==> src/rtl/core/rcpd_pkg.sv <==
// ----------------------------------------------------------------------------
// rcpd_pkg
// Types, constants and helper functions shared by the robot command packet
// decoder.
// ----------------------------------------------------------------------------
package rcpd_pkg;

  localparam int unsigned BYTE_W  = 8;
  localparam int unsigned RNUM_W  = 4;
  localparam int unsigned POS_W   = 5;
  localparam int unsigned SLOT_W  = 3;
  localparam int unsigned HDR_BYTES  = 3;
  localparam int unsigned SLOT_BYTES = 4;

  localparam logic [POS_W-1:0]  POS_MAX    = 5'd31;
  localparam logic [POS_W-1:0]  HIGH_BASE  = 5'd18;
  localparam logic [POS_W-1:0]  KICK_BASE  = 5'd22;
  localparam logic [SLOT_W-1:0] SLOT_NONE  = 3'd0;
  localparam logic [SLOT_W-1:0] SLOT_1     = 3'd1;
  localparam logic [SLOT_W-1:0] SLOT_2     = 3'd2;
  localparam logic [SLOT_W-1:0] SLOT_3     = 3'd3;
  localparam logic [SLOT_W-1:0] SLOT_4     = 3'd4;

  localparam logic [BYTE_W-1:0] KICK_RAW_MAX = 8'd127;
  localparam logic [BYTE_W-1:0] KICK_MAPPED  = 8'd150;

  localparam logic STATUS_DECODED  = 1'b0;
  localparam logic STATUS_NOT_ADDR = 1'b1;

  typedef enum logic [1:0] {
    PT_NEW      = 2'd0,
    PT_LEGACY   = 2'd1,
    PT_FREQ     = 2'd2,
    PT_NONE     = 2'd3
  } ptype_e;

  typedef enum logic [1:0] {
    HC_NEW      = 2'd0,
    HC_LEGACY   = 2'd1,
    HC_NONE     = 2'd2,
    HC_FREQ     = 2'd3
  } hdr_code_e;

  typedef struct packed {
    logic [1:0]        code;
    logic [SLOT_W-1:0] slot;
    logic [BYTE_W-1:0] ctrl;
    logic [BYTE_W-1:0] sx;
    logic [BYTE_W-1:0] sy;
    logic [BYTE_W-1:0] rot;
    logic [BYTE_W-1:0] high;
    logic [BYTE_W-1:0] kick;
  } snap_t;

  function automatic logic [1:0] map_ptype(input logic [1:0] code);
    logic [1:0] res;
    unique case (hdr_code_e'(code))
      HC_NEW:    res = PT_NEW;
      HC_LEGACY: res = PT_LEGACY;
      HC_FREQ:   res = PT_FREQ;
      HC_NONE:   res = PT_NONE;
      default:   res = PT_NONE;
    endcase
    return res;
  endfunction

  function automatic logic [BYTE_W-1:0] map_kick(input logic [BYTE_W-1:0] raw);
    return (raw == KICK_RAW_MAX) ? KICK_MAPPED : raw;
  endfunction

endpackage

==> src/rtl/core/rcpd_if.sv <==
// ----------------------------------------------------------------------------
// rcpd_if
// Valid/ready channels of the robot command packet decoder: received bytes
// in, decoded commands out.
// ----------------------------------------------------------------------------
interface rcpd_in_if;
  logic       valid;
  logic       ready;
  logic [7:0] data_byte;
  logic       last_byte;

  modport source (output valid, output data_byte, output last_byte, input ready);
  modport sink   (input valid, input data_byte, input last_byte, output ready);
endinterface

interface rcpd_out_if;
  logic               valid;
  logic               ready;
  logic               status;
  logic [1:0]         packet_type;
  logic signed [2:0]  dribbler_level;
  logic [7:0]         chip_strength;
  logic [7:0]         shoot_strength;
  logic signed [9:0]  speed_x;
  logic signed [9:0]  speed_y;
  logic signed [11:0] speed_rotation;

  modport source (
    output valid, output status, output packet_type, output dribbler_level,
    output chip_strength, output shoot_strength, output speed_x, output speed_y,
    output speed_rotation, input ready
  );
  modport sink (
    input valid, input status, input packet_type, input dribbler_level,
    input chip_strength, input shoot_strength, input speed_x, input speed_y,
    input speed_rotation, output ready
  );
endinterface

==> src/rtl/core/rcpd_capture.sv <==
// ----------------------------------------------------------------------------
// rcpd_capture
// Tracks the byte position, captures header, slot, high-bits and kick bytes
// and hands a snapshot of them to the decoder on the last byte.
// ----------------------------------------------------------------------------
module rcpd_capture (
  input  logic                        clk_i,
  input  logic                        rst_ni,
  input  logic [rcpd_pkg::RNUM_W-1:0] rnum_i,
  rcpd_in_if.sink                     in_i,
  input  logic                        take_i,
  output logic                        snap_valid_o,
  output rcpd_pkg::snap_t             snap_o
);
  import rcpd_pkg::*;

  logic [POS_W-1:0]  pos_q;
  logic [BYTE_W-1:0] hdr_q  [HDR_BYTES];
  logic [BYTE_W-1:0] hdr_d  [HDR_BYTES];
  logic [BYTE_W-1:0] slot_q [SLOT_BYTES];
  logic [BYTE_W-1:0] slot_d [SLOT_BYTES];
  logic [BYTE_W-1:0] high_q, high_d;
  logic [BYTE_W-1:0] kick_q, kick_d;
  logic [SLOT_W-1:0] sel;
  logic [POS_W:0]    pos_p1;
  logic              acc;
  logic              snap_valid_q;
  snap_t             snap_q;

  assign acc          = in_i.valid && in_i.ready;
  assign in_i.ready   = !snap_valid_q || take_i;
  assign snap_valid_o = snap_valid_q;
  assign snap_o       = snap_q;
  assign pos_p1       = {1'b0, pos_q} + {{POS_W{1'b0}}, 1'b1};

  always_comb begin
    hdr_d = hdr_q;
    if (pos_q < POS_W'(HDR_BYTES)) begin
      hdr_d[pos_q[1:0]] = in_i.data_byte;
    end
  end

  always_comb begin
    priority if (hdr_d[1][7:4] == rnum_i) begin
      sel = SLOT_1;
    end else if (hdr_d[1][3:0] == rnum_i) begin
      sel = SLOT_2;
    end else if (hdr_d[2][7:4] == rnum_i) begin
      sel = SLOT_3;
    end else if (hdr_d[2][3:0] == rnum_i) begin
      sel = SLOT_4;
    end else begin
      sel = SLOT_NONE;
    end
  end

  always_comb begin
    slot_d = slot_q;
    high_d = high_q;
    kick_d = kick_q;
    if (sel != SLOT_NONE) begin
      if (pos_p1[POS_W:2] == {1'b0, sel}) begin
        slot_d[pos_p1[1:0]] = in_i.data_byte;
      end
      if (pos_q == HIGH_BASE + {2'b00, sel}) begin
        high_d = in_i.data_byte;
      end
      if (pos_q == KICK_BASE + {2'b00, sel}) begin
        kick_d = in_i.data_byte;
      end
    end
  end

  always_ff @(posedge clk_i or negedge rst_ni) begin
    if (!rst_ni) begin
      pos_q        <= '0;
      hdr_q        <= '{default: '0};
      slot_q       <= '{default: '0};
      high_q       <= '0;
      kick_q       <= '0;
      snap_valid_q <= 1'b0;
    end else begin
      if (acc && in_i.last_byte) begin
        pos_q  <= '0;
        hdr_q  <= '{default: '0};
        slot_q <= '{default: '0};
        high_q <= '0;
        kick_q <= '0;
      end else if (acc) begin
        if (pos_q != POS_MAX) begin
          pos_q <= pos_q + 1'b1;
        end
        hdr_q  <= hdr_d;
        slot_q <= slot_d;
        high_q <= high_d;
        kick_q <= kick_d;
      end
      if (acc && in_i.last_byte) begin
        snap_valid_q <= 1'b1;
      end else if (take_i) begin
        snap_valid_q <= 1'b0;
      end
    end
  end

  always_ff @(posedge clk_i) begin
    if (acc && in_i.last_byte) begin
      snap_q.code <= hdr_d[0][7:6];
      snap_q.slot <= sel;
      snap_q.ctrl <= slot_d[0];
      snap_q.sx   <= slot_d[1];
      snap_q.sy   <= slot_d[2];
      snap_q.rot  <= slot_d[3];
      snap_q.high <= high_d;
      snap_q.kick <= kick_d;
    end
  end

`ifndef SYNTHESIS
  a_pos_clear: assert property (@(posedge clk_i) disable iff (!rst_ni)
    acc && in_i.last_byte |=> pos_q == '0 && hdr_q[0] == '0)
    else $error("position not cleared after last item");
  a_snap_hold: assert property (@(posedge clk_i) disable iff (!rst_ni)
    snap_valid_q && !take_i |=> snap_valid_q && $stable(snap_q))
    else $error("pending snapshot lost or changed");
  a_no_accept_full: assert property (@(posedge clk_i) disable iff (!rst_ni)
    snap_valid_q && !take_i |-> !in_i.ready)
    else $error("item taken while snapshot blocked");
  a_pos_sat: assert property (@(posedge clk_i) disable iff (!rst_ni)
    pos_q == POS_MAX && acc && !in_i.last_byte |=> pos_q == POS_MAX)
    else $error("position did not saturate");
`endif

endmodule

==> src/rtl/core/rcpd_decode.sv <==
// ----------------------------------------------------------------------------
// rcpd_decode
// Decodes a captured packet into the held command and presents it as the
// result item; the held registers double as the result register.
// ----------------------------------------------------------------------------
module rcpd_decode (
  input  logic            clk_i,
  input  logic            rst_ni,
  input  logic            snap_valid_i,
  input  rcpd_pkg::snap_t snap_i,
  output logic            take_o,
  rcpd_out_if.source      out_o
);
  import rcpd_pkg::*;

  logic               valid_q;
  logic               status_q;
  logic [1:0]         ptype_q;
  logic signed [2:0]  drib_q, drib_d;
  logic [BYTE_W-1:0]  chip_q, shoot_q, kick;
  logic signed [9:0]  sx_q, sx_d, sy_q, sy_d;
  logic signed [11:0] rot_q, rot_d;
  logic [8:0]         mag_x, mag_y;
  logic [10:0]        mag_r;
  logic               free, load, hit;

  assign free   = !valid_q || out_o.ready;
  assign load   = snap_valid_i && free;
  assign take_o = free;
  assign hit    = snap_i.slot != SLOT_NONE;

  assign kick  = map_kick(snap_i.kick);
  assign mag_x = {snap_i.high[7:6], snap_i.sx[6:0]};
  assign mag_y = {snap_i.high[5:4], snap_i.sy[6:0]};
  assign mag_r = {snap_i.high[3:0], snap_i.rot[6:0]};

  always_comb begin
    drib_d = snap_i.ctrl[7] ? -$signed({1'b0, snap_i.ctrl[5:4]})
                            :  $signed({1'b0, snap_i.ctrl[5:4]});
    sx_d   = snap_i.sx[7]   ? -$signed({1'b0, mag_x}) : $signed({1'b0, mag_x});
    sy_d   = snap_i.sy[7]   ? -$signed({1'b0, mag_y}) : $signed({1'b0, mag_y});
    rot_d  = snap_i.rot[7]  ? -$signed({1'b0, mag_r}) : $signed({1'b0, mag_r});
  end

  always_ff @(posedge clk_i or negedge rst_ni) begin
    if (!rst_ni) begin
      valid_q  <= 1'b0;
      status_q <= STATUS_DECODED;
      ptype_q  <= PT_NEW;
      drib_q   <= '0;
      chip_q   <= '0;
      shoot_q  <= '0;
      sx_q     <= '0;
      sy_q     <= '0;
      rot_q    <= '0;
    end else begin
      if (free) begin
        valid_q <= snap_valid_i;
      end
      if (load) begin
        status_q <= hit ? STATUS_DECODED : STATUS_NOT_ADDR;
        ptype_q  <= map_ptype(snap_i.code);
        if (hit) begin
          drib_q <= drib_d;
          sx_q   <= sx_d;
          sy_q   <= sy_d;
          rot_q  <= rot_d;
          if (snap_i.ctrl[6]) begin
            chip_q <= kick;
          end else begin
            shoot_q <= kick;
          end
        end
      end
    end
  end

  assign out_o.valid          = valid_q;
  assign out_o.status         = status_q;
  assign out_o.packet_type    = ptype_q;
  assign out_o.dribbler_level = drib_q;
  assign out_o.chip_strength  = chip_q;
  assign out_o.shoot_strength = shoot_q;
  assign out_o.speed_x        = sx_q;
  assign out_o.speed_y        = sy_q;
  assign out_o.speed_rotation = rot_q;

`ifndef SYNTHESIS
  a_out_hold: assert property (@(posedge clk_i) disable iff (!rst_ni)
    valid_q && !out_o.ready |=> valid_q && $stable(sx_q) && $stable(chip_q)
                                && $stable(status_q))
    else $error("stalled result changed");
  a_miss_keeps: assert property (@(posedge clk_i) disable iff (!rst_ni)
    load && !hit |=> status_q == STATUS_NOT_ADDR && $stable(sx_q) && $stable(rot_q)
                     && $stable(drib_q) && $stable(chip_q) && $stable(shoot_q))
    else $error("held command changed on unaddressed packet");
  a_one_kick: assert property (@(posedge clk_i) disable iff (!rst_ni)
    1'b1 |=> $stable(chip_q) || $stable(shoot_q))
    else $error("chip and shoot updated together");
`endif

endmodule

==> src/rtl/core/robot_command_packet_decoder.sv <==
// ----------------------------------------------------------------------------
// robot_command_packet_decoder
// Decodes radio command packets, one byte per item, into this robot's
// dribbler, kick and speed command.
//
//   channel   dir  payload                                   handshake
//   in_i      in   data_byte, last_byte                      valid/ready
//   out_o     out  status, packet_type, dribbler, kicks,     valid/ready
//                  speed_x, speed_y, speed_rotation
//   cfg       in   cfg_wdata_i (robot number)                cfg_we_i
//
// One byte is taken every cycle unless input stalls. A last byte is snapshot
// when accepted and decoded into the held-command register once it is free.
// Reset clears the position, capture bytes, held command and robot number.
// A stalled result holds the snapshot stage; input stalls once both the
// snapshot and the result register are full.
// ----------------------------------------------------------------------------
module robot_command_packet_decoder (
  input  logic                        clk_i,
  input  logic                        rst_ni,
  input  logic                        cfg_we_i,
  input  logic [rcpd_pkg::RNUM_W-1:0] cfg_wdata_i,
  rcpd_in_if.sink                     in_i,
  rcpd_out_if.source                  out_o
);
  import rcpd_pkg::*;

  logic [RNUM_W-1:0] rnum_q;
  logic              snap_valid, take;
  snap_t             snap;

  always_ff @(posedge clk_i or negedge rst_ni) begin
    if (!rst_ni) begin
      rnum_q <= '0;
    end else if (cfg_we_i) begin
      rnum_q <= cfg_wdata_i;
    end
  end

  rcpd_capture u_capture (
    .clk_i        (clk_i),
    .rst_ni       (rst_ni),
    .rnum_i       (rnum_q),
    .in_i         (in_i),
    .take_i       (take),
    .snap_valid_o (snap_valid),
    .snap_o       (snap)
  );

  rcpd_decode u_decode (
    .clk_i        (clk_i),
    .rst_ni       (rst_ni),
    .snap_valid_i (snap_valid),
    .snap_i       (snap),
    .take_o       (take),
    .out_o        (out_o)
  );

endmodule

==> src/flat_wrapper.sv <==
// flat-port wrapper written by rule: the top's interface ports become plain ports
module robot_command_packet_decoder_flat import rcpd_pkg::*;
  (clk_i, rst_ni, cfg_we_i, cfg_wdata_i, in_i_valid, in_i_data_byte, in_i_last_byte, in_i_ready, out_o_valid, out_o_status, out_o_packet_type, out_o_dribbler_level, out_o_chip_strength, out_o_shoot_strength, out_o_speed_x, out_o_speed_y, out_o_speed_rotation, out_o_ready);
  rcpd_in_if in_i_i ();
  rcpd_out_if out_o_i ();
  input  logic clk_i;
  input  logic rst_ni;
  input  logic cfg_we_i;
  input  logic [rcpd_pkg::RNUM_W-1:0] cfg_wdata_i;
  input wire logic [$bits(in_i_i.valid)-1:0] in_i_valid;
  input wire logic [$bits(in_i_i.data_byte)-1:0] in_i_data_byte;
  input wire logic [$bits(in_i_i.last_byte)-1:0] in_i_last_byte;
  output wire logic [$bits(in_i_i.ready)-1:0] in_i_ready;
  output wire logic [$bits(out_o_i.valid)-1:0] out_o_valid;
  output wire logic [$bits(out_o_i.status)-1:0] out_o_status;
  output wire logic [$bits(out_o_i.packet_type)-1:0] out_o_packet_type;
  output wire logic [$bits(out_o_i.dribbler_level)-1:0] out_o_dribbler_level;
  output wire logic [$bits(out_o_i.chip_strength)-1:0] out_o_chip_strength;
  output wire logic [$bits(out_o_i.shoot_strength)-1:0] out_o_shoot_strength;
  output wire logic [$bits(out_o_i.speed_x)-1:0] out_o_speed_x;
  output wire logic [$bits(out_o_i.speed_y)-1:0] out_o_speed_y;
  output wire logic [$bits(out_o_i.speed_rotation)-1:0] out_o_speed_rotation;
  input wire logic [$bits(out_o_i.ready)-1:0] out_o_ready;
  assign in_i_i.valid = in_i_valid;
  assign in_i_i.data_byte = in_i_data_byte;
  assign in_i_i.last_byte = in_i_last_byte;
  assign in_i_ready = in_i_i.ready;
  assign out_o_valid = out_o_i.valid;
  assign out_o_status = out_o_i.status;
  assign out_o_packet_type = out_o_i.packet_type;
  assign out_o_dribbler_level = out_o_i.dribbler_level;
  assign out_o_chip_strength = out_o_i.chip_strength;
  assign out_o_shoot_strength = out_o_i.shoot_strength;
  assign out_o_speed_x = out_o_i.speed_x;
  assign out_o_speed_y = out_o_i.speed_y;
  assign out_o_speed_rotation = out_o_i.speed_rotation;
  assign out_o_i.ready = out_o_ready;
  robot_command_packet_decoder u_core (.clk_i(clk_i), .rst_ni(rst_ni), .cfg_we_i(cfg_we_i), .cfg_wdata_i(cfg_wdata_i), .in_i(in_i_i), .out_o(out_o_i));
endmodule
==> config.mk <==
export PLATFORM = sky130hd
export DESIGN_NAME = robot_command_packet_decoder_flat
export DESIGN_NICKNAME = d
export VERILOG_FILES = /design/src/rtl/core/rcpd_pkg.sv /design/src/rtl/core/rcpd_if.sv /design/src/rtl/core/rcpd_capture.sv /design/src/rtl/core/rcpd_decode.sv /design/src/rtl/core/robot_command_packet_decoder.sv /design/src/flat_wrapper.sv
export SDC_FILE = /design/constraint.sdc
export NUM_CORES = 1
export LEC_CHECK = 0
export BUFFER_PORTS_ARGS = -buffer_cell sky130_fd_sc_hd__buf_2
export CAP_MARGIN = 20
export CORE_UTILIZATION = 50
export CTS_BUF_LIST = sky130_fd_sc_hd__clkbuf_4
export DETAILED_ROUTE_END_ITERATION = 7
export PLACE_DENSITY = 0.65
export SKIP_CTS_REPAIR_TIMING = 1
export SLEW_MARGIN = 5
export SYNTH_ARGS = -nofsm -noshare
export SYNTH_HDL_FRONTEND = slang
export SYNTH_SLANG_ARGS = --single-unit
==> constraint.sdc <==
create_clock -name clk_i -period 4.6 [get_ports clk_i]
set_input_delay 0.23 -clock clk_i [delete_from_list [all_inputs] [get_ports clk_i]]
set_output_delay 0.23 -clock clk_i [all_outputs]
set_load 0.005 [all_outputs]
==> flow_summary.toml <==
[finish]
final_cell_mix = "dfrtp_1, nand2_1, o21ai_0"
fillCellCount = 1322
final_common_cell = "dfrtp_1"
multiInputGateArea_mm2 = 0.003432
syn2layout_area_growth_pct = 11.05
fin_nets = 798
instances_no_fill = 994
regArea_mm2 = 0.004649
drive_gt1_share_pct = 22.65

[worst_hold_path]
hold_path_class = "in -> reg"
whs_path_depth = 2
hold_end = "u_core.u_capture.slot_q[3]"
holdCritStartpoint = "in_i_data_byte[3]"

[timing]
hold_viol = 0
worst_slew_pin_slew_ns = 1.003
period_share_pct = 79.97
rsz0062_at_grt = "false"
setup_viol = 0
tns_ns = 0
fmax_ghz = 0.2718
min_period_ns = 3.679
slew_headroom_pct = 33.14
skew_ns = 0.01479
slew_violations = 0

[global_route]
antenna_found_initial = 1
grt_first_pass_wirelength_mm = 27.76
grt_usage_pct = 21.72
overflow = 0
grt_max_degree = 68
grt_pass1_vias = 5446

[floorplan]
num_rows = 46
dieArea_mm2 = 0.01713
start_util_pct = 51.71
core-area_mm2 = 0.01606
ioPinCount = 74
die_width_um = 130.9
die_h_um = 130.9

[logic_synthesis]
synth_nets = 726
synth_edf_count = 49
synth_cells = 692
yosys.cell_types.count = 60
synthFlopType = "dfrtp_1"
mappedNetlistArea_mm2 = 0.008303
async_reset_ff_share_pct = 72.16
synth-seq-cells = 176
avgSynthCellArea_um2 = 12.00
ys_warn_count = 0
ys_seq_area_share_pct = 56.00

[critical_path]
critPathLaunchType = "flip-flop"
r2r_end = "u_core.u_capture.snap_o[5]"
crit_arrival_ns = 4.02
r2r_cells = 10
crit_type = "reg -> reg"
critical_path.max_fanout = 11
cp_data_required_time_ns = 4.94
cp-end-kind = "flip-flop"
startpoint = "u_core.u_capture.pos_q[0]"
r2r_slack_ns = 0.92
r2r-start = "u_core.u_capture.pos_q[0]"

[routing]
ant_nets = 0
drt_iter0_drc = 303
wirelength_mm = 17.14
dr.pass1.iters = 4
drc = 0
vias_per_cell = 5.437
vias = 5404
wl_per_cell_um = 17.24

[cts]
clockBufferDepth = 2
clk_latency_ns = 0.59
cts_root_buf = "clkbuf_4"
numCtsBuffers = 17
clk_pin_slew_ns = 0.13
ctsHtreeMaxLevel = 4
cts.sinks = 176
cts_tree = "built"

[power_and_ir_drop]
vdd_drop_max_uv = 163.8
p_leak_uw = 0.004111
p_per_area_mw_per_mm2 = 376.7

[job]
drv_cap = 0

[placed_design]
hpwl_mm = 11.73
portBuffers = 73
gp_congestion = 0.8821
dpl.cell_count = 951

[status]
status = "complete, no violations"
==> kinds of logic after synthesis <==
kind of cell,count (synthesis),share of synthesized area [%]
simple gates,174,10.84
flops,176,56.00
buf+inv,53,2.758
mux,67,9.328
compound gates,153,12.85
fa+ha+maj,16,2.411
xor+xnor,53,5.817
==> per-layer routing <==
| metal | share of wire [%] | track usage [%] | wire [um] | up-vias |
|---|---|---|---|---|
| met5 | 0 | 0 | 0 | - |
| met4 | 2.1 | 8.857 | 358 | 0 |
| met3 | 4.6 | 4.601 | 790 | 33 |
| met2 | 47 | 35.23 | 8087 | 128 |
| met1 | 46 | 28.44 | 7902 | 2622 |
| li1 | - | - | - | 2621 |
==> Yosys cell counts, types with 2 or more instances <==
library cell	instances	share of area, %
dfrtp_1	127	38
nand2_1	107	4.8
o21ai_0	76	4.6
edfxtp_1	49	18
mux2_2	39	5.3
a22o_1	26	2.7
xnor2_1	26	2.7
xor2_1	26	2.7
clkbuf_1	23	1.0
inv_1	19	0.86
ha_1	16	2.4
mux2_1	16	2.2
o2bb2ai_1	14	1.5
nor2_1	12	0.54
mux2i_1	8	0.96
o31ai_1	7	0.63
or4_1	7	0.63
buf_2	6	0.36
nand3_1	6	0.36
nand4_1	6	0.45
nand2b_1	5	0.38
nor2b_1	4	0.30
or3_1	4	0.30
a21o_1	3	0.27
a21o_4	3	0.54
a21oi_1	3	0.18
buf_6	3	0.41
nand2_2	3	0.23
nand4_4	3	0.77
nor3_4	3	0.59
o22ai_1	3	0.23
a31oi_2	2	0.30
and3_1	2	0.15
buf_1	2	0.090
mux2_4	2	0.36
mux2i_4	2	0.54
nor3_1	2	0.12
o21ai_1	2	0.12
o21ai_2	2	0.21
o311ai_0	2	0.21
o41ai_1	2	0.21
==> report_power, final <==
part           switching, uW  internal [uW]
clock network            514            397
registers                121           1800
logic                    353            290
==> through the flow <==
step	utilization, %	setup WS (ns)	total power, uW	cell area [um^2]	hold WS, ns
2_1_floorplan	-	0.8968	2332	8303	-0.06559
3_3_place_gp	54.93	1.037	2571	8821	0.3624
3_5_place_dp	54.93	0.8969	2598	8821	0.3927
4_1_cts	56.78	0.8865	3500	9117	-0.2634
5_1_grt	57.42	0.6666	3679	9220	0.06691
6_report	57.42	0.9213	3473	9220	0.09531
==> flip-flops by register name, indices dropped and copies added (netlist names) <==
signal,cells
u_core.u_capture.snap_o,49
u_core.u_capture.slot_q,28
u_core.u_capture.hdr_q,18
u_core.u_decode.out_o.speed_rotation,12
u_core.u_decode.out_o.speed_x,10
u_core.u_decode.out_o.speed_y,10
u_core.u_capture.high_q,8
u_core.u_capture.kick_q,8
u_core.u_decode.out_o.chip_strength,8
u_core.u_decode.out_o.shoot_strength,8
u_core.u_capture.pos_q,5
u_core.rnum_q,4
u_core.u_decode.out_o.dribbler_level,3
u_core.u_decode.out_o.packet_type,2
u_core.u_capture.snap_valid_o,1
u_core.u_decode.out_o.status,1
u_core.u_decode.out_o.valid,1
==> worst max-delay path by stage <==
stage / depth (start not counted) / slack (ns) / endpoint
floorplan: 5 / 0.90 / u_core.u_capture.snap_o[0]
global placement: 10 / 1.04 / u_core.u_capture.snap_o[5]
detailed placement: 11 / 0.90 / u_core.u_capture.kick_q[2]
CTS: 11 / 0.89 / u_core.u_capture.kick_q[2]
global route: 11 / 0.67 / u_core.u_capture.kick_q[4]
finish: 10 / 0.92 / u_core.u_capture.snap_o[5]
==> area by class of cell <==
class / count / share of cell area, %
tap: 216 / 2.931
multi-input combinational: 463 / 37.22
clock buffer: 21 / 1.710
clock inverter: 11 / 1.506
sequential: 176 / 50.43
timing repair buffer: 87 / 5.401
inverter: 19 / 0.7735
antenna: 1 / 0.02714
==> critical path, stage by stage (launching register included) <==
cell and delay [ns]:
dfrtp_1 0.54, a2111oi_4 0.58, nand2_2 0.20, mux2i_1 0.18, o21ai_2 0.33, ha_1 0.31
xnor2_1 0.15, nor2_1 0.12, nand2_1 0.07, a31oi_2 0.58, mux2_1 0.39
Power figures use the tool's default switching activity.
